### config.mk
export PLATFORM = sky130hd
export DESIGN_NAME = lzsswd_front
export DESIGN_NICKNAME = d
export VERILOG_FILES = /design/src/rtl/core/lzss_window_decoder_macros.svh /design/src/rtl/core/lzsswd_pkg.sv /design/src/rtl/core/lzsswd_front.sv
export SDC_FILE = /design/constraint.sdc
export NUM_CORES = 1
export LEC_CHECK = 0
export BUFFER_PORTS_ARGS = -buffer_cell sky130_fd_sc_hd__buf_2
export CAP_MARGIN = 20
export CORE_MARGIN = 2
export CORE_UTILIZATION = 45
export DETAILED_ROUTE_END_ITERATION = 8
export GPL_TIMING_DRIVEN = 1
export PLACE_DENSITY = 0.8
export RECOVER_POWER = 25
export SYNTH_ARGS = -nofsm -noshare
export SYNTH_HDL_FRONTEND = slang
export SYNTH_SLANG_ARGS = --single-unit
### constraint.sdc
create_clock -name clock -period 5.22 [get_ports clock]
set_input_delay 0.522 -clock clock [delete_from_list [all_inputs] [get_ports clock]]
set_output_delay 0.522 -clock clock [all_outputs]
set_load 0.05 [all_outputs]
### src/rtl/core/lzss_window_decoder_macros.svh
// Assertion macros shared by the decoder's RTL files.
// No dependencies; take in by `include after the net type line.
`ifndef LZSS_WINDOW_DECODER_MACROS_SVH
`define LZSS_WINDOW_DECODER_MACROS_SVH

// property that must hold on every clock edge outside reset
`define LZSSWD_ASSERT(label, clk, rst, prop, msg) \
   label: assert property (@(posedge clk) disable iff (rst) (prop)) else $error(msg);

// consequent that must hold in the cycle after the antecedent
`define LZSSWD_ASSERT_NEXT(label, clk, rst, ante, cons, msg) \
   label: assert property (@(posedge clk) disable iff (rst) (ante) |=> (cons)) else $error(msg);

`endif

### src/rtl/core/lzsswd_pkg.sv
// Types and constants of the LZSS window decoder.
// No dependencies; imported by every decoder module but lzsswd_ram.
`default_nettype none
package lzsswd_pkg;
   localparam int LEN_W      = 24;
   localparam int HIST_DEPTH = 4096;
   localparam int HIST_AW    = 12;
   localparam int CNT_W      = 5;
   localparam int SUM_W      = 32;

   localparam logic [7:0] SPACE_BYTE = 8'h20;

   localparam logic [1:0] ST_OK       = 2'd0;
   localparam logic [1:0] ST_TRUNC    = 2'd1;
   localparam logic [1:0] ST_ZERODIST = 2'd2;
   localparam logic [1:0] ST_BADSUM   = 2'd3;

   typedef enum logic [2:0] {
      PH_ITEM, PH_REFHI, PH_SUM1, PH_SUM2, PH_SUM3, PH_DROP
   } phase_type;

   typedef enum logic [1:0] {
      BK_IDLE, BK_EXEC, BK_DATA, BK_TAIL
   } back_state_type;

   typedef enum logic [2:0] {
      CMD_NONE, CMD_LIT, CMD_COPY, CMD_ZDIST, CMD_CHECK
   } cmd_kind_type;

   typedef struct packed {
      cmd_kind_type         kind;
      logic [7:0]           data;
      logic [HIST_AW-1:0]   distance;
      logic [CNT_W-1:0]     count;
      logic [LEN_W-1:0]     base;
      logic [SUM_W-1:0]     stored;
      logic                 trunc;
      logic                 restart;
   } cmd_type;
endpackage
`default_nettype wire

### src/rtl/core/lzsswd_front.sv
// Front end: accepts compressed words, parses flags, references and checksum.
// Depends on lzsswd_pkg; issues one command per word to the queue.
`default_nettype none
module lzsswd_front import lzsswd_pkg::*; (
   input  wire logic              clock,
   input  wire logic              reset,
   input  wire logic              csr_wr_en,
   input  wire logic [LEN_W-1:0]  csr_wr_data,
   input  wire logic              req_valid,
   output logic                   req_ready,
   input  wire logic [7:0]        req_in_byte,
   input  wire logic              req_last_byte,
   input  wire logic              q_full,
   output logic                   q_push,
   output cmd_type                q_cmd
);
   phase_type           phase_ff, phase_in;
   logic [7:0]          flag_bits_ff, flag_bits_in;
   logic [3:0]          flag_index_ff, flag_index_in;
   logic [7:0]          ref_low_ff, ref_low_in;
   logic [LEN_W-1:0]    produced_ff, produced_in;
   logic [23:0]         stored_ff, stored_in;
   logic [LEN_W-1:0]    expected_ff;
   logic [LEN_W-1:0]    room;
   logic [CNT_W-1:0]    ref_len;
   logic [CNT_W-1:0]    ref_n;
   logic [HIST_AW-1:0]  ref_dist;
   logic                status_done;

   assign req_ready = !q_full;
   assign q_push    = req_valid && req_ready;

   assign ref_dist = {req_in_byte[7:4], ref_low_ff};
   assign ref_len  = CNT_W'(req_in_byte[3:0]) + CNT_W'(3);
   assign room     = (produced_ff < expected_ff) ? expected_ff - produced_ff : '0;
   assign ref_n    = (room < LEN_W'(ref_len)) ? room[CNT_W-1:0] : ref_len;

   always_ff @(posedge clock) begin
      if (reset) begin
         phase_ff      <= PH_ITEM;
         flag_bits_ff  <= '0;
         flag_index_ff <= 4'd8;
         ref_low_ff    <= '0;
         produced_ff   <= '0;
         stored_ff     <= '0;
         expected_ff   <= '0;
      end else begin
         phase_ff      <= phase_in;
         flag_bits_ff  <= flag_bits_in;
         flag_index_ff <= flag_index_in;
         ref_low_ff    <= ref_low_in;
         produced_ff   <= produced_in;
         stored_ff     <= stored_in;
         if (csr_wr_en) begin
            expected_ff <= csr_wr_data;
         end
      end
   end

   always_comb begin
      phase_in       = phase_ff;
      flag_bits_in   = flag_bits_ff;
      flag_index_in  = flag_index_ff;
      ref_low_in     = ref_low_ff;
      produced_in    = produced_ff;
      stored_in      = stored_ff;
      status_done    = 1'b0;
      q_cmd          = '0;
      q_cmd.kind     = CMD_NONE;
      q_cmd.data     = req_in_byte;
      q_cmd.distance = ref_dist;
      q_cmd.base     = produced_ff;
      q_cmd.stored   = {req_in_byte, stored_ff};
      if (q_push) begin
         unique case (phase_ff)
            PH_ITEM: begin
               priority if (produced_ff >= expected_ff) begin
                  stored_in = {16'd0, req_in_byte};
                  phase_in  = PH_SUM1;
               end else if (flag_index_ff >= 4'd8) begin
                  flag_bits_in  = req_in_byte;
                  flag_index_in = '0;
               end else begin
                  flag_index_in = flag_index_ff + 4'd1;
                  if (flag_bits_ff[flag_index_ff[2:0]]) begin
                     q_cmd.kind  = CMD_LIT;
                     produced_in = produced_ff + LEN_W'(1);
                  end else begin
                     ref_low_in = req_in_byte;
                     phase_in   = PH_REFHI;
                  end
               end
            end
            PH_REFHI: begin
               if (ref_dist == '0) begin
                  q_cmd.kind  = CMD_ZDIST;
                  status_done = 1'b1;
                  phase_in    = PH_DROP;
               end else begin
                  q_cmd.kind  = CMD_COPY;
                  q_cmd.count = ref_n;
                  produced_in = produced_ff + LEN_W'(ref_n);
                  phase_in    = PH_ITEM;
               end
            end
            PH_SUM1: begin
               stored_in[15:8] = req_in_byte;
               phase_in        = PH_SUM2;
            end
            PH_SUM2: begin
               stored_in[23:16] = req_in_byte;
               phase_in         = PH_SUM3;
            end
            PH_SUM3: begin
               q_cmd.kind  = CMD_CHECK;
               status_done = 1'b1;
               phase_in    = PH_DROP;
            end
            PH_DROP: begin
               status_done = 1'b1;
            end
            default: begin
               phase_in = PH_ITEM;
            end
         endcase
         if (req_last_byte) begin
            // frame ends here: restart parse state, keep history and length
            q_cmd.trunc   = !status_done;
            q_cmd.restart = 1'b1;
            phase_in      = PH_ITEM;
            flag_bits_in  = '0;
            flag_index_in = 4'd8;
            ref_low_in    = '0;
            produced_in   = '0;
            stored_in     = '0;
         end
      end
   end
endmodule
`default_nettype wire

=== Word-level counts from Yosys, hierarchy flattened ===
Cells that the tools add are included.

* Word-level logic and storage cells: 103
* Bits in latches: 0
* Output and inout bits: 88
* Memories kept: 0
* Bits in writable memories: 0
* Input port bits: 38
* Bits in registers: 95
* ROM bits: 0

* Order comparisons: 5
* Reduce and logical (&&, ||, !) cells: 20
* Shift operators: 0
* Multiply operators: 0
* Div/mod/pow operators: 0
* Bitwise gates (word level): 0
* Mux-type cells: 48
* Equal/unequal tests: 16
* Add/sub/neg operators: 5

{| class="wikitable"
|+ Operators with widths
! cell !! count
|-
| $mux W24 || 8
|-
| $mux W8 || 10
|-
| $pmux W24 S2 || 1
|-
| $pmux W8 S2 || 2
|-
| $add A24 B1 Y24 const B || 1
|-
| $add A24 B5 Y24 || 1
|-
| $ge A24 B24 Y1 || 1
|-
| $lt A24 B24 Y1 || 1
|-
| $lt A24 B5 Y1 || 1
|-
| $sub A24 B24 Y24 || 1
|-
| $mux W5 || 4
|-
| $mux W3 || 6
|-
| $pmux W3 S6 || 1
|-
| $mux W4 || 4
|-
| $ne A3 B3 Y1 const B || 5
|-
| $logic_not A12 Y1 || 1
|-
| $reduce_and A3 Y1 || 4
|-
| $pmux W3 S3 || 1
|-
| $reduce_bool A3 Y1 || 3
|-
| $ne A2 B2 Y1 const B || 4
|-
| $ne A4 B4 Y1 const B || 2
|-
| $reduce_and A4 Y1 || 2
|-
| $mux W1 || 7
|-
| $eq A3 B2 Y1 const B || 2
|-
| 16 further kinds || 21
|}

=== Depth between registers and ports, before layout ===
* Depth in word-level cells: 8
* Mapped depth: 31
* Mapped depth without buffers: 30

=== Worst setup path before layout ===
No wires, ideal clock.

* Kind: register to register
* Start: register produced_ff[15]
* End: register produced_ff[17]
* Slack: -957 ps
* Library setup time: 128 ps
* Cell stages (with the launch flop): 29
* Period minus slack after synthesis: 6177 ps
* Data required time: 5092 ps
* Buffers on the path: 3
* Arrival time: 6049 ps
* Cells stage by stage: dfxtp_1 inv_1 ha_1 clkbuf_1 nand4_1 or3_1 o31ai_4 or2_1 buf_2 nor2_1 ha_1 a211oi_1 nand2_1 a21oi_1 nor2_1 or2_2 o311a_4 a221o_1 a22o_1 ha_1 a21o_1 a21oi_1 nor2b_1 o21ai_0 nand2b_1 clkbuf_1 or4b_1 xnor2_1 nor2_1

* Longest elaborated chain between the ends: 8
* Elaborated cells between the ends (all ways): 16
* Classes of those cells: add/sub: 3; order compare: 3; eq/ne: 1; mux: 8; reduce/logical: 1

{| class="wikitable"
|+ RTL lines
! element !! line !! source
|-
| from (decl) || lzsswd_front.sv:21 || <nowiki>logic [LEN_W-1:0] produced_ff, produced_in;</nowiki>
|-
| from (signal assigned) || lzsswd_front.sv:52 || <nowiki>produced_ff <= produced_in;</nowiki>
|-
| $sub A24 B24 Y24 or $lt A24 B24 Y1 (tied branches) || lzsswd_front.sv:35 || <nowiki>assign room = (produced_ff < expected_ff) ? expected_ff - produced_ff : '0;</nowiki>
|-
| $mux W24 || lzsswd_front.sv:35 ||
|-
| $lt A24 B5 Y1 || lzsswd_front.sv:36 || <nowiki>assign ref_n = (room < LEN_W'(ref_len)) ? room[CNT_W-1:0] : ref_len;</nowiki>
|-
| $mux W5 || lzsswd_front.sv:36 ||
|-
| $add A24 B5 Y24 || lzsswd_front.sv:102 || <nowiki>produced_in = produced_ff + LEN_W'(ref_n);</nowiki>
|-
| $mux W24 || lzsswd_front.sv:95 || <nowiki>if (ref_dist == '0) begin</nowiki>
|-
| $pmux W24 S2 || lzsswd_front.sv:75 || <nowiki>unique case (phase_ff)</nowiki>
|-
| $mux W24 || lzsswd_front.sv:126 || <nowiki>if (req_last_byte) begin</nowiki>
|}

Parallel ways exist; a longest one is shown, timed or not. The select of a mux whose other input is x is not followed.
A chain may end at the register's enable or synchronous reset.

=== Worst setup path after layout ===
* Start: register produced_ff[5]
* End: register produced_ff[17]

Same word-level chain as after synthesis.

==> results.md <==
- Run status: complete, but fails checks
- Violated checks: capacitance limit, slew limit, setup timing
- Fillers: 1,184
- Total gr overflow: 0
- Highest clock rate: about 180 MHz
- Final #Nets: 1,045
- Total number of vias: between 6,000 and 7,000
- Clock share of power: 31.7%
- Power, Total: 2.02 mW
- Share of cells above drive strength 1: between 30% and 40%
- Worst Setup Slack, final: -0.222 ns
- Seq. cell area: roughly 0.0020 sq mm
- CP Capture Type: register
- Initial antenna violation count: 0
- Port bufs: 125
- Crit path launch type: register
- Slew headroom: -18.2%
- Crit. Startpoint: produced_ff[5]
- Post-synth EDFFs: 0
- Minimum clock period: 5.44 ns
- Area Growth Syn to Fin: 33.3%
- Die W: approximately 120 um
- # clock sinks: 95
- Comb pwr share: ~31%
- # rows: 43
- Most frequent cells in the layout: buf_2 (109), nor2_1 (105), buf_4 (85), dfxtp_1 (70)
- Sw Share: between 30 and 40%
- Predominant post-synthesis flop cell: dfxtp_1
- Hold Crit Class: in2reg
- Fraction of the cycle the final worst path needs: 104%
- Area taken by multi-input logic gates: about 0.0045 sq mm
- Clock-pin slew on the worst setup and hold paths: around 0.070 ns
- DRC Markers: 0
- Worst skew pair latency: roughly 0.37 ns
- Reg2Reg Depth: 25
- Syn Nets: a little under 900
- CP required: around 5.5 ns
- Critical Path AT: between 5 and 6 ns
- Clk_skew: between 0.01 and 0.015 ns
- CP Class: reg2reg
- Number of synthesized register bits: between 90 and 100
- Most common cell after layout, fill and taps aside: buf_2
- CTS buffer count: 9
- Unique cell type count in the Yosys netlist: 75
- Routed wire length: 19.2 mm
- Core Area: around 0.014 sq mm
- CP max FO: 5
- Max Buffers Root-to-Sink: 2
- Root Buffer: clkbuf_16
- Post-route ant nets: 0
- GRT Overall Usage: between 20% and 30%
- Max Transition Viols Final: 25
- I/O pin cnt: about 130
- Starting Density: a little under half
- Largest net degree at the start of global routing: 39
- Number of max-cap violations: 1
- Antenna Cells: 0
- CTS HTree Levels: 3
- DRT Pass-1 Iters: 6
- Initial DRC count: around 530
- Hold path startpoint: csr_wr_data[19]
- Vias in the first global route: 5,713
- P per Cell Area: between 200 and 250 mW/mm^2
- RSZ-0062 raised after global routing: true
- Global-route wire length before repair: 28.6 mm
- Slew @ Worst Pin: roughly 1.8 ns
- Post-synthesis cell count: 790
- Post-synth ARST share: 0%
- Switching pwr: around 0.70 mW
- Worst R2R Start: produced_ff[5]
- Proportion of power drawn by flip-flops and latches: around 37%
- Die ar.: roughly 0.015 sq mm
- Detailed Place HPWL: 13.7 mm
- Chip height: ~120 um
- P_int: 1.32 mW
- Syn avg cell area: 8.11 sq um
- Synthesized area: 0.00640 sq mm
- Setup violations, final: 15
- Yosys warnings: 0
- Worst slack, placed: -0.182 ns
- Static Leak: about 3.8 nW
- Seq/Total Area, Yosys: 29.7%
- Via/cell ratio: ~5.6
- Wire length per cell: approximately 17 um
- Cell count of the worst hold path: 3
- Hold Fails Final Rpt: 0
- Placer congestion estimate: 0.953
- Worst VDD drop: ~170 uV
- CTS tree: built
## metrics by stage
step | cells | util (%) | TNS (ns) | hold slack [ns] | instance area (sq um)
2_1_floorplan | 790 | - | -1.60 | 0.455 | 6650
3_3_place_gp | 1122 | 56.2 | 0 | 0.460 | 7800
3_5_place_dp | 1123 | 56.2 | -1.22 | 0.453 | 7800
4_1_cts | 1146 | 59.6 | -0.751 | 0.390 | 8270
5_1_grt | 1154 | 61.5 | -4.97 | 0.404 | 8540
6_report | 1154 | 61.5 | -1.86 | 0.392 | 8540
## layout make-up
cell class / instances / area share (%)
multi-input cells: 594 / 52.6
flip-flops and latches: 95 / 23.3
repair buffers: 220 / 16.0
clock buffers: 9 / 2.64
well taps: 180 / 2.64
inverters: 49 / 2.21
clock inverters: 7 / 0.616
## power groups by stage
stage	Sequential, mW	Combinational, mW	Clock (mW)
floorplan	0.775	0.407	0
global placement	0.767	0.564	0
detailed placement	0.767	0.570	0
CTS	0.751	0.592	0.647
global route	0.754	0.681	0.682
finish	0.752	0.630	0.641
## cells by family after synthesis
kind of cell / after synthesis / synth area share (%)
and+or+nand+nor: 284 / 21.7
AOI/OAI and AO/OA: 185 / 20.3
buffers and inverters: 101 / 7.29
DFF: 95 / 29.7
muxes: 53 / 8.69
adders and majority gates: 38 / 7.66
xor gates and xnor gates: 34 / 4.65
## path summary, 6_finish.rpt
check	end	slack, ns
hold / removal	expected_ff[19]	0.39
setup reg to reg	produced_ff[17]	-0.22
hold reg to reg	stored_ff[16]	0.48
setup / recovery	produced_ff[17]	-0.22
## per-layer routing
layer / track usage [%] / vias to the layer above / routed length, um / share of wire (%)
met5: 0 / - / 0 / 0
met4: 8.74 / 0 / 538 / 2.8
met3: 3.97 / 49 / 1190 / 6.2
met2: 37.9 / 257 / 8940 / 47
met1: 33.2 / 3005 / 8510 / 44
li1: - / 3155 / - / -
## flip-flops by register name (all words and copies together) (netlist names)
| name | flops |
|---|---|
| ref_low_ff | 8 |
| flag_bits_ff | 8 |
| expected_ff | 24 |
| produced_ff | 24 |
| stored_ff | 24 |
| phase_ff | 3 |
| flag_index_ff | 4 |
## Yosys cell counts (all sizes together), types with 10 or more instances
| library cell | number | area, sq um |
|---|---|---|
| inv | 48 | 180 |
| clkbuf | 21 | 78.8 |
| nor2 | 107 | 402 |
| o21a | 14 | 105 |
| nand2 | 53 | 199 |
| a21oi | 48 | 252 |
| a22o | 17 | 149 |
| mux2i | 50 | 500 |
| nand3 | 19 | 100 |
| o211ai | 10 | 75.1 |
| nand3b | 11 | 82.6 |
| nor3 | 23 | 125 |
| ha | 36 | 450 |
| xnor2 | 28 | 245 |
| dfxtp | 95 | 1900 |
| buf | 31 | 204 |
| o21ai | 42 | 214 |
## worst max-delay path: stages (launching register included)
cell      delay [ns]
dfxtp_4         0.34
inv_2           0.05
ha_4            0.27
nand4_1         0.24
or4_4           0.57
o31ai_4         0.26
or2_4           0.19
nor2_1          0.06
ha_1            0.29
o21a_1          0.18
o21ai_1         0.12
nor2_1          0.08
or2_4           0.23
o311a_4         0.14
a221o_1         0.39
a22o_1          0.23
ha_1            0.29
a21o_1          0.16
a21oi_2         0.07
nor2b_2         0.11
o21ai_1         0.07
nand2b_1        0.12
buf_6           0.13
or4b_4          0.47
xnor2_2         0.17
nor2_1          0.06
## what timing repair did
action                                 CTS  global route
cloned                                   0             1
endpoints found under the hold margin    0             0
resized for setup                       30            43
hold buffers                             0             0
buffers inserted                         7             8
pin swaps                               17            36
setup endpoints to repair               18            20
Note: power is estimated with default switching activity, not from simulation.
