<file path="src/rtl/core/lzss_window_decoder_macros.svh">
// Assertion macros shared by the decoder's RTL files.
// No dependencies; take in by `include after the net type line.
`ifndef LZSS_WINDOW_DECODER_MACROS_SVH
`define LZSS_WINDOW_DECODER_MACROS_SVH

// property that must hold on every clock edge outside reset
`define LZSSWD_ASSERT(label, clk, rst, prop, msg) \
   label: assert property (@(posedge clk) disable iff (rst) (prop)) else $error(msg);

// consequent that must hold in the cycle after the antecedent
`define LZSSWD_ASSERT_NEXT(label, clk, rst, ante, cons, msg) \
   label: assert property (@(posedge clk) disable iff (rst) (ante) |=> (cons)) else $error(msg);

`endif

</file>
<file path="src/rtl/core/lzsswd_pkg.sv">
// Types and constants of the LZSS window decoder.
// No dependencies; imported by every decoder module but lzsswd_ram.
`default_nettype none
package lzsswd_pkg;
   localparam int LEN_W      = 24;
   localparam int HIST_DEPTH = 4096;
   localparam int HIST_AW    = 12;
   localparam int CNT_W      = 5;
   localparam int SUM_W      = 32;

   localparam logic [7:0] SPACE_BYTE = 8'h20;

   localparam logic [1:0] ST_OK       = 2'd0;
   localparam logic [1:0] ST_TRUNC    = 2'd1;
   localparam logic [1:0] ST_ZERODIST = 2'd2;
   localparam logic [1:0] ST_BADSUM   = 2'd3;

   typedef enum logic [2:0] {
      PH_ITEM, PH_REFHI, PH_SUM1, PH_SUM2, PH_SUM3, PH_DROP
   } phase_type;

   typedef enum logic [1:0] {
      BK_IDLE, BK_EXEC, BK_DATA, BK_TAIL
   } back_state_type;

   typedef enum logic [2:0] {
      CMD_NONE, CMD_LIT, CMD_COPY, CMD_ZDIST, CMD_CHECK
   } cmd_kind_type;

   typedef struct packed {
      cmd_kind_type         kind;
      logic [7:0]           data;
      logic [HIST_AW-1:0]   distance;
      logic [CNT_W-1:0]     count;
      logic [LEN_W-1:0]     base;
      logic [SUM_W-1:0]     stored;
      logic                 trunc;
      logic                 restart;
   } cmd_type;
endpackage
`default_nettype wire

</file>
<file path="src/rtl/core/lzsswd_queue.sv">
// Two-entry command queue between the front end and the back end.
// Depends on lzsswd_pkg and the decoder's assertion macros.
`default_nettype none
`include "lzss_window_decoder_macros.svh"
module lzsswd_queue import lzsswd_pkg::*; (
   input  wire logic    clock,
   input  wire logic    reset,
   input  wire logic    push,
   input  cmd_type      push_cmd,
   output logic         full,
   input  wire logic    pop,
   output cmd_type      pop_cmd,
   output logic         empty
);
   cmd_type     entry_ff [2];
   logic        wr_ptr_ff, wr_ptr_in;
   logic        rd_ptr_ff, rd_ptr_in;
   logic [1:0]  count_ff, count_in;

   assign full    = (count_ff == 2'd2);
   assign empty   = (count_ff == 2'd0);
   assign pop_cmd = entry_ff[rd_ptr_ff];

   always_comb begin
      wr_ptr_in = push ? !wr_ptr_ff : wr_ptr_ff;
      rd_ptr_in = pop  ? !rd_ptr_ff : rd_ptr_ff;
      count_in  = count_ff + 2'(push) - 2'(pop);
   end

   always_ff @(posedge clock) begin
      if (reset) begin
         wr_ptr_ff <= 1'b0;
         rd_ptr_ff <= 1'b0;
         count_ff  <= '0;
      end else begin
         wr_ptr_ff <= wr_ptr_in;
         rd_ptr_ff <= rd_ptr_in;
         count_ff  <= count_in;
      end
   end

   always_ff @(posedge clock) begin
      if (push) begin
         entry_ff[wr_ptr_ff] <= push_cmd;
      end
   end

   `LZSSWD_ASSERT(a_no_overflow, clock, reset, !(push && full), "push into full queue")
   `LZSSWD_ASSERT(a_no_underflow, clock, reset, !(pop && empty), "pop from empty queue")
endmodule
`default_nettype wire

</file>
<file path="config.mk">
export PLATFORM = sky130hd
export DESIGN_NAME = lzsswd_queue
export DESIGN_NICKNAME = d
export VERILOG_FILES = /design/src/rtl/core/lzsswd_pkg.sv /design/src/rtl/core/lzsswd_queue.sv
export VERILOG_INCLUDE_DIRS = /design/src /design/src/rtl/core
export SDC_FILE = /design/constraint.sdc
export NUM_CORES = 1
export LEC_CHECK = 0
export CAP_MARGIN = 20
export CORE_ASPECT_RATIO = 0.9
export CORE_UTILIZATION = 50
export CTS_CLUSTER_DIAMETER = 80
export CTS_CLUSTER_SIZE = 20
export DETAILED_ROUTE_END_ITERATION = 12
export DONT_BUFFER_PORTS = 1
export PLACE_DENSITY = 0.68
export SLEW_MARGIN = 20
export SYNTH_ARGS = -nofsm -noshare
export SYNTH_HDL_FRONTEND = slang
export SYNTH_SLANG_ARGS = --single-unit
</file>
<file path="constraint.sdc">
create_clock -name clock -period 4.9 [get_ports clock]
set_input_delay 0.245 -clock clock [delete_from_list [all_inputs] [get_ports clock]]
set_output_delay 0.245 -clock clock [all_outputs]
set_load 0.005 [all_outputs]
</file>
Word-level counts from Yosys, hierarchy flattened --
Memories as Yosys holds them, arrays and structs flattened. A register that Yosys moved wholly into a read port is not among the register bits. Cells that the tools add are included.
Word-level totals: bits in registers 4, bits in writable memories 172, input bits 90, output and inout port bits 88, word-level logic and storage cells 14, memories kept 1
Cells by class: add/sub/neg operators 2, eq/ne operators 1, muxes and demuxes 4, reductions and logical operators 3
Memory list:
- entry_ff | depth 2, bits a word 86, read ports 1, clocked after Yosys merged registers in 1, wr ports 1, RTL line lzsswd_queue.sv:15 | cmd_type entry_ff [2];
Operators by type and width (number):
- 2-to-1 mux 1 bit | 4
- adder 2 x 1 -> 2 bit | 1
- equality test 2 bit (second input constant) | 1
- zero test 1 bit | 2
- zero test 2 bit | 1
- subtractor 2 x 1 -> 2 bit | 1

Depth between registers and ports, before layout --
Gate-level depths: netlist of the first run.
word-level depth 3, depth in mapped cells 6, gate-level depth less buffers 6

Worst setup path after synthesis of the first run --
OpenSTA, ideal clock, no wires.
path kind reg-to-reg, start point register wr_ptr_ff, end point memory entry_ff[0][0] (netlist name), enable pin, library setup time 541 ps, arrival 4140 ps, required time 4359 ps, slack 219 ps, stages on the path, launching flop included 2, buffers on the path 0, clock period less this slack 4681 ps, cell sequence dfxtp_1 > nor2b_1
RTL lines:
- from (decl) | RTL line lzsswd_queue.sv:16 | logic wr_ptr_ff, wr_ptr_in;
- from (signal assigned) | RTL line lzsswd_queue.sv:36 | wr_ptr_ff <= wr_ptr_in;
- to (decl) | RTL line lzsswd_queue.sv:15
Straight into the memory's write port.

==> results of run 1 <==
-- registers in the layout, indices dropped and copies added, names as in the netlist, named ones only --
name and count:
entry_ff 172, count_ff 2, rd_ptr_ff 1, wr_ptr_ff 1
-- routing by layer --
layer	routed length, um	up-vias
li1	-	1342
met1	4579	1462
met2	5350	134
met3	1210	19
met4	175	0
met5	0	-
-- final cells by class --
type                    instances  share of cell area
repair buffers                 94              0.1133
clock inverters                14             0.01675
clock buffers                  18             0.05223
well taps                     164             0.02497
flip-flops and latches        177              0.6412
multi-input cells             100              0.1506
inverters                       2           0.0009137
-- how the worst max path moves through the flow --
stage	slack (ns)	end	start	depth (start not counted)
final	2.31	pop_cmd[3]	flop	2
after global routing	2.15	pop_cmd[3]	flop	2
after CTS	2.21	pop_cmd[3]	flop	2
after detailed placement	2.67	pop_cmd[39]	flop	2
after global placement	2.73	pop_cmd[3]	flop	2
after floorplan	0.22	entry_ff[0][0]	wr_ptr_ff	1
-- power by group --
part           leakage, nW  total, mW  switching [mW]  internal [mW]
registers             1.66       1.81          0.0448           1.77
logic                0.935      0.298           0.131          0.168
clock network        0.276       1.30           0.550          0.749
-- layout by cell type (no fill, tap or decap) --
cell / count
sky130_fd_sc_hd__inv_1: 2
sky130_fd_sc_hd__dlygate4sd3_1: 90
sky130_fd_sc_hd__bufinv_16: 2
sky130_fd_sc_hd__nor2b_4: 1
sky130_fd_sc_hd__edfxtp_1: 172
sky130_fd_sc_hd__dfxtp_1: 4
sky130_fd_sc_hd__dfxtp_4: 1
sky130_fd_sc_hd__ha_1: 2
sky130_fd_sc_hd__clkbuf_16: 17
sky130_fd_sc_hd__clkinv_1: 2
sky130_fd_sc_hd__clkinvlp_4: 2
sky130_fd_sc_hd__inv_6: 4
sky130_fd_sc_hd__and2_4: 1
sky130_fd_sc_hd__mux2_4: 40
sky130_fd_sc_hd__mux2_2: 46
sky130_fd_sc_hd__xnor3_1: 1
sky130_fd_sc_hd__xnor2_1: 2
sky130_fd_sc_hd__nor2b_1: 2
sky130_fd_sc_hd__clkbuf_1: 1
sky130_fd_sc_hd__buf_4: 4
sky130_fd_sc_hd__clkinv_2: 4
sky130_fd_sc_hd__nor2_1: 5
-- worst register-to-register path, cell delays in order (launching register included) --
cell                      delay, ns
sky130_fd_sc_hd__dfxtp_1       0.40
sky130_fd_sc_hd__and2_4        0.50
sky130_fd_sc_hd__buf_4         0.63
-- kinds of logic (layout without fill, tap and decap cells) --
logic type	count (synthesis)	count (layout)	share of synthesized area
flip-flops	177	177	0.7946
multiplexers	86	86	0.1688
buffers and inverters	12	128	0.02020
AND/OR/NAND/NOR	9	9	0.006610
XOR/XNOR	3	3	0.006043
adder cells (fa/ha/maj)	2	2	0.003776
-- through the flow --
step | utilization | setup slack [ns] | cells
CTS | 0.6427 | 2.205 | 569
detailed placement | 0.5279 | 2.671 | 447
global route | 0.6427 | 2.153 | 569
global placement | 0.5279 | 2.726 | 447
finish | 0.6427 | 2.313 | 569
floorplan | - | 0.2188 | 289
-- timing repair --
item / in CTS / in global routing
hold buffers: 90 / 0
hold endpoints to repair: 177 / 0
resized for setup: 0 / 0
==> out/results.md, run 1 <==
• **largest clock skew in the final design** 0.006241 ns
• **clock latency at the later pin of the worst-skew pair** 0.43 ns
• **R2R Path End** entry_ff[1][22]
• **Synth Net Count** 381
• **total length of routed wires** 11320 um
• **Most Crowded Layer GR** met2
• **kind of capture point of the worst setup path** output pin
• **pwr dens** 415.0 nW/um^2
• **power after layout** 3.410 mW
• **GRT met2 Usage** 0.2592
• **list of most frequent post-synthesis cells** sky130_fd_sc_hd__edfxtp_1 (172), sky130_fd_sc_hd__mux2_2 (46), sky130_fd_sc_hd__mux2_4 (40), sky130_fd_sc_hd__dfxtp_1 (5), sky130_fd_sc_hd__nor2_1 (5)
• **type of the worst min-delay path** input port to flop
• **worst reg2reg path startpoint** wr_ptr_ff
• **number of slew-limit violations in the final report** 0
• **initial antenna violation count** 0
• **area fraction of the dominant cell type after synthesis** 0.7795
• **overflow left after global routing** 0
• **Final min period** 2.587 ns
• **number of filler cells placed in the layout** 885
• **DIE AREA** 13720 um^2
• **Top FF cell, synth** sky130_fd_sc_hd__edfxtp_1
• **iteration count of the initial detailed-routing pass** 4
• **via count of the first global-routing pass** 3169
• **Mean Syn Cell Area** 22.93 um^2
• **number of setup violations in the final report** 0
• **area used by multi-input combinational logic** 1237 um^2
• **final weighted congestion in routability-driven placement** 0.6918
• **EDFF count, synth** 172
• **number of standard cells after synthesis** 289
• **count of buffers from port buffering** 0
• **crit path max-delay cell type** sky130_fd_sc_hd__dfxtp_4
• **area taken by flip-flops and latches** 5269 um^2
• **proportion of layout cells with a drive suffix above 1** 0.3012
• **cells traversed along the worst timing path** buf_4 > mux2_2
• **setup_tns** 0 ns
• **Placed Area** 6749 um^2
• **vertical die dimension** 111.2 um
• **number of cells on the worst reg-to-reg path** 2
• **dominant cell type by area after synthesis** sky130_fd_sc_hd__edfxtp_1
• **share of the cycle needed by the critical path after routing** 0.5280
• **flop-to-flop setup slack** 2.94 ns
• **dpl hpwl** 6659 um
• **all-layer global routing usage** 0.1730
• **maximum number of pins on one net before global-route repair** 54
• **Top Ports** 178
• **transition at the pin with the smallest max-transition slack** 0.8736 ns
• **number of antenna diodes** 0
• **required arrival time at the worst endpoint** 4.66 ns
• **Via Count** 2957
• **Relative slew margins** 0.4176
• **critical hold path startpoint** push
• **clock root buffer** sky130_fd_sc_hd__clkbuf_16
• **yosys synthesis warning count** 0
• **crit path kind** flop to output pin
• **cell area after layout** 8217 um^2
• **worst voltage drop across the vdd grid** 0.2620 mV
• **number of nets still failing antenna checks after routing** 0
• **Remaining DRCs** 0
• **Horiz. Die Dim** 123.3 um
• **Endpoint, Worst Hold** count_ff[0]
• **global-route wire length before repair** 17100 um
• **Vias/cell** 5.197
• **share of synthesized area occupied by flip-flops and latches** 0.7946
• **CTS buffer count** 17
• **max cap viols** 0
• **unrepaired setup endpoints after global routing** false
• **crit-path max cell delay** 0.88 ns
• **number of clock sinks** 177
• **final hold violations** 0
• **clock-pin slew on the worst setup and hold paths** 0.06 ns
• **clock tree from TritonCTS** built
• **maximum clock insertion buffer count** 2
• **Max Clock Freq** 0.3865 GHz
• **asr flop ratio synth** 0
• **critical path startpoint category** flop
• **Std-Cell Rows** 39
• **number of different library cells in the post-synthesis netlist** 15
• **met1 track demand over resource in global routing** 0.2092
• **Core Area** 12780 um^2
• **Initial Utilization** 0.5183
• **leakage power figure** 2.868 nW
• **final routed wire length divided by cell count** 19.89 um
• **worst hold path stage count** 2
• **Hold Worst Slack** 0.07513 ns
• **result of the run** finished clean
• **critical path peak fanout** 53
• **number of synthesized register bits** 177
• **post-CTS setup-driven buffer insertion count** 0
• **deepest level of the CTS H-tree** 4
• **layout overhead on the synthesized area** 24.00%
• **cell type group with the largest total delay on the critical path** flip-flops
• **Worst Path Buf+Inv** 1
• **data arrival time of the worst path** 2.34 ns
• **Netlist Area Pre-Place** 6626 um^2
• **number of nets in the finished design** 484
• **leading cell type by number of instances after synthesis** sky130_fd_sc_hd__edfxtp_1
• **DRC violation total after the first TritonRoute iteration** 274
• **dominant cells by area after synthesis** sky130_fd_sc_hd__edfxtp_1 (78%), sky130_fd_sc_hd__mux2_4 (9.1%), sky130_fd_sc_hd__mux2_2 (7.8%)
• **met3 Use GR** 0.09002
No activity file was read; power rests on OpenSTA's default activity.
==> run 2, diff against run 1 <==
- clock period: 4.9 -> 2.3 ns (I/O delays scaled with it)
==> run 2 against run 1 <==
Effect of this change: routed wire length decreased by 0.57%; utilization increased by 0.088 points; power rose by 110%; cell area rose by 0.14%; flip-flop and latch count did not move; critical path depth stayed put; cell count increased by 0.18%; via count rose by 0.68%; hold slack got worse by 0.040 ns; first-iteration DRC count is 41% lower.
==> out/results.md, run 2 (synthesized netlist as in run 1, its figures left out) <==
• **R2R Path End** entry_ff[1][5]
• **largest clock skew in the final design** 0.005624 ns, -0.0006168 ns
• **Remaining DRCs** 0, unchanged
• **leakage power figure** 2.866 nW, about the same
• **via count of the first global-routing pass** 3157, -0.38%
• **maximum clock insertion buffer count** 2, unchanged
• **share of the cycle needed by the critical path after routing** 0.7521
• **Std-Cell Rows** 39, unchanged
• **data arrival time of the worst path** 1.61 ns, -0.73 ns
• **CTS buffer count** 17, unchanged
• **final weighted congestion in routability-driven placement** 0.7080, +2.3%
• **critical path startpoint category** flop
• **critical path peak fanout** 30, -43%
• **result of the run** finished clean
• **register with the most flip-flops** entry_ff
• **flop-to-flop setup slack** 0.78 ns, -2.16 ns
• **required arrival time at the worst endpoint** 2.18 ns, -2.48 ns
• **proportion of layout cells with a drive suffix above 1** 0.2956, -0.005668
• **DRC violation total after the first TritonRoute iteration** 161, -41%
• **worst reg2reg path startpoint** wr_ptr_ff
• **crit path kind** flop to output pin
• **DIE AREA** 13720 um^2, unchanged
• **overflow left after global routing** 0, unchanged
• **Final min period** 1.730 ns
• **all-layer global routing usage** 0.1690, -0.003993
• **Placed Area** 6802 um^2, +0.78%
• **kind of capture point of the worst setup path** output pin
• **number of nets in the finished design** 486, +0.41%
• **total length of routed wires** 11250 um, -0.57%
• **number of antenna diodes** 0, unchanged
• **clock tree from TritonCTS** built
• **maximum number of pins on one net before global-route repair** 61, +13%
• **iteration count of the initial detailed-routing pass** 4, unchanged
• **worst voltage drop across the vdd grid** 0.6337 mV, +140%
• **count of buffers from port buffering** 0, unchanged
• **unrepaired setup endpoints after global routing** false
• **final hold violations** 0, unchanged
• **max cap viols** 0, unchanged
• **global-route wire length before repair** 16550 um, -3.2%
• **pwr dens** 861.2 nW/um^2, +110%
• **Worst Setup EP** pop_cmd[24]
• **clock latency at the later pin of the worst-skew pair** 0.42 ns, about the same
• **Core Area** 12780 um^2, unchanged
• **final routed wire length divided by cell count** 19.74 um, -0.74%
• **commonest non-fill, non-tap cell in the layout** sky130_fd_sc_hd__edfxtp_1
• **Relative slew margins** 0.6825, +0.2649
• **post-CTS setup-driven buffer insertion count** 0, unchanged
• **dpl hpwl** 6671 um, +0.18%
• **clock root buffer** sky130_fd_sc_hd__clkbuf_16
• **number of cells on the worst reg-to-reg path** 2, unchanged
• **biggest regs** entry_ff x172, count_ff x2
• **type of the worst min-delay path** input port to flop
• **initial antenna violation count** 0, unchanged
• **commonest cells after routing, fill and taps aside** sky130_fd_sc_hd__edfxtp_1 (172), sky130_fd_sc_hd__dlygate4sd3_1 (90), sky130_fd_sc_hd__mux2_2 (46), sky130_fd_sc_hd__mux2_4 (40), sky130_fd_sc_hd__clkbuf_16 (17)
• **layout overhead on the synthesized area** 24.17%
• **cell area after layout** 8228 um^2, +0.14%
• **transition at the pin with the smallest max-transition slack** 0.4763 ns, -0.3973 ns
• **clock-pin slew on the worst setup and hold paths** 0.06 ns, about the same
• **number of clock sinks** 177, unchanged
• **number of flip-flops in the largest register** 172, unchanged
• **number of nets still failing antenna checks after routing** 0, unchanged
• **vertical die dimension** 111.2 um, unchanged
• **Via Count** 2977, +0.68%
• **setup_tns** 0 ns, unchanged
• **Initial Utilization** 0.5183, unchanged
• **Top Ports** 178, unchanged
• **Vias/cell** 5.223, +0.50%
• **number of slew-limit violations in the final report** 0, unchanged
• **number of setup violations in the final report** 0, unchanged
• **Max Clock Freq** 0.5781 GHz
• **deepest level of the CTS H-tree** 4, unchanged
• **Horiz. Die Dim** 123.3 um, unchanged
run 2: changes by cell type in the layout (fill, tap and decap cells not counted), sizes merged:
cell    delta
clkinv     +3
buf        +2
inv        -3
bufinv     -1
run 2: layout make-up:
class	instances	area [um^2]
well taps	164	205.2
fillers	887	4557
clock buffers	18	429.2
inverters	2	7.507
repair buffers	96	983.4
clock inverters	13	96.34
multi-input cells	100	1237
flip-flops and latches	177	5269
run 2: worst max-delay path, stage by stage (launching register included):
cell and delay [ns]:
sky130_fd_sc_hd__dfxtp_4 0.36, sky130_fd_sc_hd__buf_4 0.42, sky130_fd_sc_hd__mux2_2 0.42
run 2: stage by stage:
step	hold WS, ns	std cells	worst slack (ns)	power [mW]	utilization
finish	0.03490	570	0.5702	7.086	0.6436
global route	0.04584	570	0.4872	7.341	0.6436
CTS	0.01406	570	0.5290	7.152	0.6436
detailed placement	0.1839	449	0.7630	4.442	0.5320
global placement	0.1863	449	0.7995	4.425	0.5320
floorplan	0.1866	289	0.2578	4.347	-
run 2: worst min-delay path by stage:
| stage | slack (ns) | start | depth (start not counted) | endpoint |
|---|---|---|---|---|
| 2_1_floorplan | 0.19 | reset | 1 | count_ff[0] |
| 3_3_place_gp | 0.19 | reset | 1 | flop |
| 3_5_place_dp | 0.18 | reset | 1 | flop |
| 4_1_cts | 0.01 | pop | 3 | count_ff[1] |
| 5_1_grt | 0.05 | pop | 3 | count_ff[1] |
| 6_report | 0.03 | pop | 3 | count_ff[1] |
run 2: timing repair:
action	4_1_cts	5_1_grt
endpoints found under the hold margin	177	0
resized for setup	0	0
hold buffers	90	0
run 2: layer usage:
metal  wire (um)  vias up  GRT usage
li1            -     1355          -
met1        4479     1481     0.1933
met2        5400      129     0.2644
met3        1267       12    0.09568
met4         105        0    0.05783
met5           0        -          0
run 2: report_power, final:
part           switching [mW]  leakage (nW)  total [mW]  internal (mW)
clock network            1.11         0.253        2.57           1.46
logic                   0.325         0.956       0.696          0.371
registers              0.0522          1.66        3.82           3.76
total                    1.49          2.87        7.09           5.60
==> run 3, diff against run 2 <==
- PLACE_DENSITY: 0.68 -> default
- clock period: 2.3 -> 1.7 ns (I/O delays scaled with it)
==> run 3 against run 2 <==
Effect of this change: clock skew barely moved; first-iteration DRC count up 12%; sequential share of layout area shrank 0.22 points; hold slack improved by 0.14 ns; non-clock buffer count grew 1.
==> out/results.md, run 3 (synthesized netlist as in run 1, its figures left out) <==
• **clock root buffer** sky130_fd_sc_hd__clkbuf_16
• **Worst Path Buf+Inv** 1, unchanged
• **crit-path max cell delay** 0.41 ns, about the same
• **DRC violation total after the first TritonRoute iteration** 181, +12%
• **maximum number of pins on one net before global-route repair** 54, -11%
• **Top Ports** 178, unchanged
• **register share of total power** 0.542, +0.004
• **number of slew-limit violations in the final report** 0, unchanged
• **Via Count** 2942, -1.2%
• **commonest non-fill, non-tap cell in the layout** sky130_fd_sc_hd__edfxtp_1
• **Horiz. Die Dim** 123.3 um, unchanged
• **final hold violations** 0, unchanged
• **setup_tns** 0 ns, unchanged
• **global-route wire length before repair** 16580 um, +0.16%
• **DIE AREA** 13720 um^2, unchanged
• **dpl hpwl** 6583 um, -1.3%
• **share of power burned in combinational logic** 0.101, +0.003
• **sw power** 1.944 mW, +30%
• **crit path kind** flop to output pin
• **clock network fraction of total power** 0.358, -0.005
• **Max Clock Freq** 0.6216 GHz
• **number of antenna diodes** 0, unchanged
• **clock latency at the later pin of the worst-skew pair** 0.41 ns, about the same
• **overflow left after global routing** 0, unchanged
• **flop-to-flop setup slack** 0.33 ns, -0.45 ns
• **count of buffers from port buffering** 0, unchanged
• **Remaining DRCs** 0, unchanged
• **unrepaired setup endpoints after global routing** false
• **via count of the first global-routing pass** 3180, +0.73%
• **Placed Area** 6848 um^2, +0.68%
• **iteration count of the initial detailed-routing pass** 4, unchanged
• **Std-Cell Rows** 39, unchanged
• **total length of routed wires** 10870 um, -3.4%
• **leakage power figure** 2.866 nW, about the same
• **final weighted congestion in routability-driven placement** 0.6876, -2.9%
• **number of filler cells placed in the layout** 872, -1.7%
• **number of flip-flops in the largest register** 172, unchanged
• **final routed wire length divided by cell count** 19.10 um, -3.2%
• **Final min period** 1.609 ns
• **Relative slew margins** 0.7779, +0.09544
• **placed cell count** 450, +0.22%
• **number of standard cells in the layout, taps in and fillers out** 569, -0.18%
• **switching share of power** 0.2039, -0.006355
• **vertical die dimension** 111.2 um, unchanged
• **share of the cycle needed by the critical path after routing** 0.9463
• **layout overhead on the synthesized area** 24.62%
• **Vias/cell** 5.170, -1.0%
• **kind of capture point of the worst setup path** output pin
• **data arrival time of the worst path** 1.52 ns, -0.09 ns
• **pwr dens** 1154 nW/um^2, +34%
• **max cap viols** 0, unchanged
• **largest clock skew in the final design** 0.005886 ns, +0.0002613 ns
• **Core Area** 12780 um^2, unchanged
• **cells traversed along the worst timing path** buf_12 > mux2_2
• **all-layer global routing usage** 0.1675, -0.001475
• **number of clock sinks** 177, unchanged
• **register with the most flip-flops** entry_ff
• **cell area after layout** 8258 um^2, +0.36%
• **type of the worst min-delay path** input port to flop
• **cell type group with the largest total delay on the critical path** multiplexers
• **transition at the pin with the smallest max-transition slack** 0.3331 ns, -0.1432 ns
• **critical path startpoint category** flop
• **initial antenna violation count** 0, unchanged
• **Initial Utilization** 0.5183, unchanged
• **Internal** 7.589 mW, +36%
• **number of nets in the finished design** 487, +0.21%
• **worst voltage drop across the vdd grid** 1.150 mV, +81%
• **clock-pin slew on the worst setup and hold paths** 0.06 ns, about the same
• **result of the run** finished clean
• **critical path peak fanout** 46, +53%
• **maximum clock insertion buffer count** 2, unchanged
• **commonest cells after routing, fill and taps aside** sky130_fd_sc_hd__edfxtp_1 (172), sky130_fd_sc_hd__dlygate4sd3_1 (90), sky130_fd_sc_hd__mux2_2 (46), sky130_fd_sc_hd__mux2_4 (40), sky130_fd_sc_hd__clkbuf_16 (17)
• **clock tree from TritonCTS** built
• **required arrival time at the worst endpoint** 1.62 ns, -0.56 ns
• **crit path max-delay cell type** sky130_fd_sc_hd__mux2_2
• **CTS buffer count** 17, unchanged
• **proportion of layout cells with a drive suffix above 1** 0.2938, -0.001739
• **deepest level of the CTS H-tree** 4, unchanged
• **number of nets still failing antenna checks after routing** 0, unchanged
• **number of setup violations in the final report** 0, unchanged
• **biggest regs** entry_ff x172, count_ff x2
• **post-CTS setup-driven buffer insertion count** 0, unchanged
-- run 3: worst paths after layout --
check               from              end  depth (start not counted)
min                 push  entry_ff[0][74]                          2
min reg2reg    rd_ptr_ff        rd_ptr_ff                          2
max reg2reg  count_ff[0]      count_ff[1]                          6
max                 flop       pop_cmd[2]                          2
-- run 3: final cells by class --
class,instances,area (um^2),share of cell area
Tap cell,164,205.2,0.02485
Timing Repair Buffer,97,1028,0.1245
Inverter,2,7.507,0.0009091
Clock buffer,22,444.2,0.05379
Sequential cell,177,5270,0.6382
Multi-Input combinational cell,100,1237,0.1498
Clock inverter,7,65.06,0.007879
-- run 3: per-layer routing --
layer	vias up	GRT usage	wire length (um)
met4	0	0.06265	156
met1	1466	0.1839	4251
met2	114	0.2745	5369
met3	14	0.08539	1092
li1	1348	-	-
met5	-	0	0
-- run 3: worst reg2reg max path, stage by stage (launching register included) --
cell and delay, ns:
sky130_fd_sc_hd__dfxtp_1 0.35, sky130_fd_sc_hd__inv_1 0.05, sky130_fd_sc_hd__ha_1 0.27, sky130_fd_sc_hd__inv_1 0.04
sky130_fd_sc_hd__ha_1 0.17, sky130_fd_sc_hd__xnor3_1 0.35, sky130_fd_sc_hd__nor2_1 0.04
-- run 3: power groups by stage --
stage                     sequential [mW]  clock [mW]  combinational (mW)
after floorplan                      5.24           0               0.642
after global placement               5.24           0               0.777
after detailed placement             5.26           0               0.779
after CTS                            5.16        3.48               0.983
after global routing                 5.18        3.66                1.04
final                                5.16        3.41               0.962
-- run 3: timing repair --
item / in CTS / in global routing
endpoints found under the hold margin: 177 / 0
resized for setup: 0 / 0
hold buffers: 90 / 0
setup endpoints to repair: 0 / 0
-- run 3: through the flow --
step           utilization  power, mW  worst slack [ns]  hold slack [ns]
2_1_floorplan            -      5.882           -0.3257           0.1500
3_3_place_gp        0.5356      6.020            0.3878           0.1525
3_5_place_dp        0.5356      6.037            0.3366           0.1540
4_1_cts             0.6459      9.627           0.05100           0.1645
5_1_grt             0.6459      9.879           0.03031           0.1677
6_report            0.6459      9.533           0.09125           0.1756
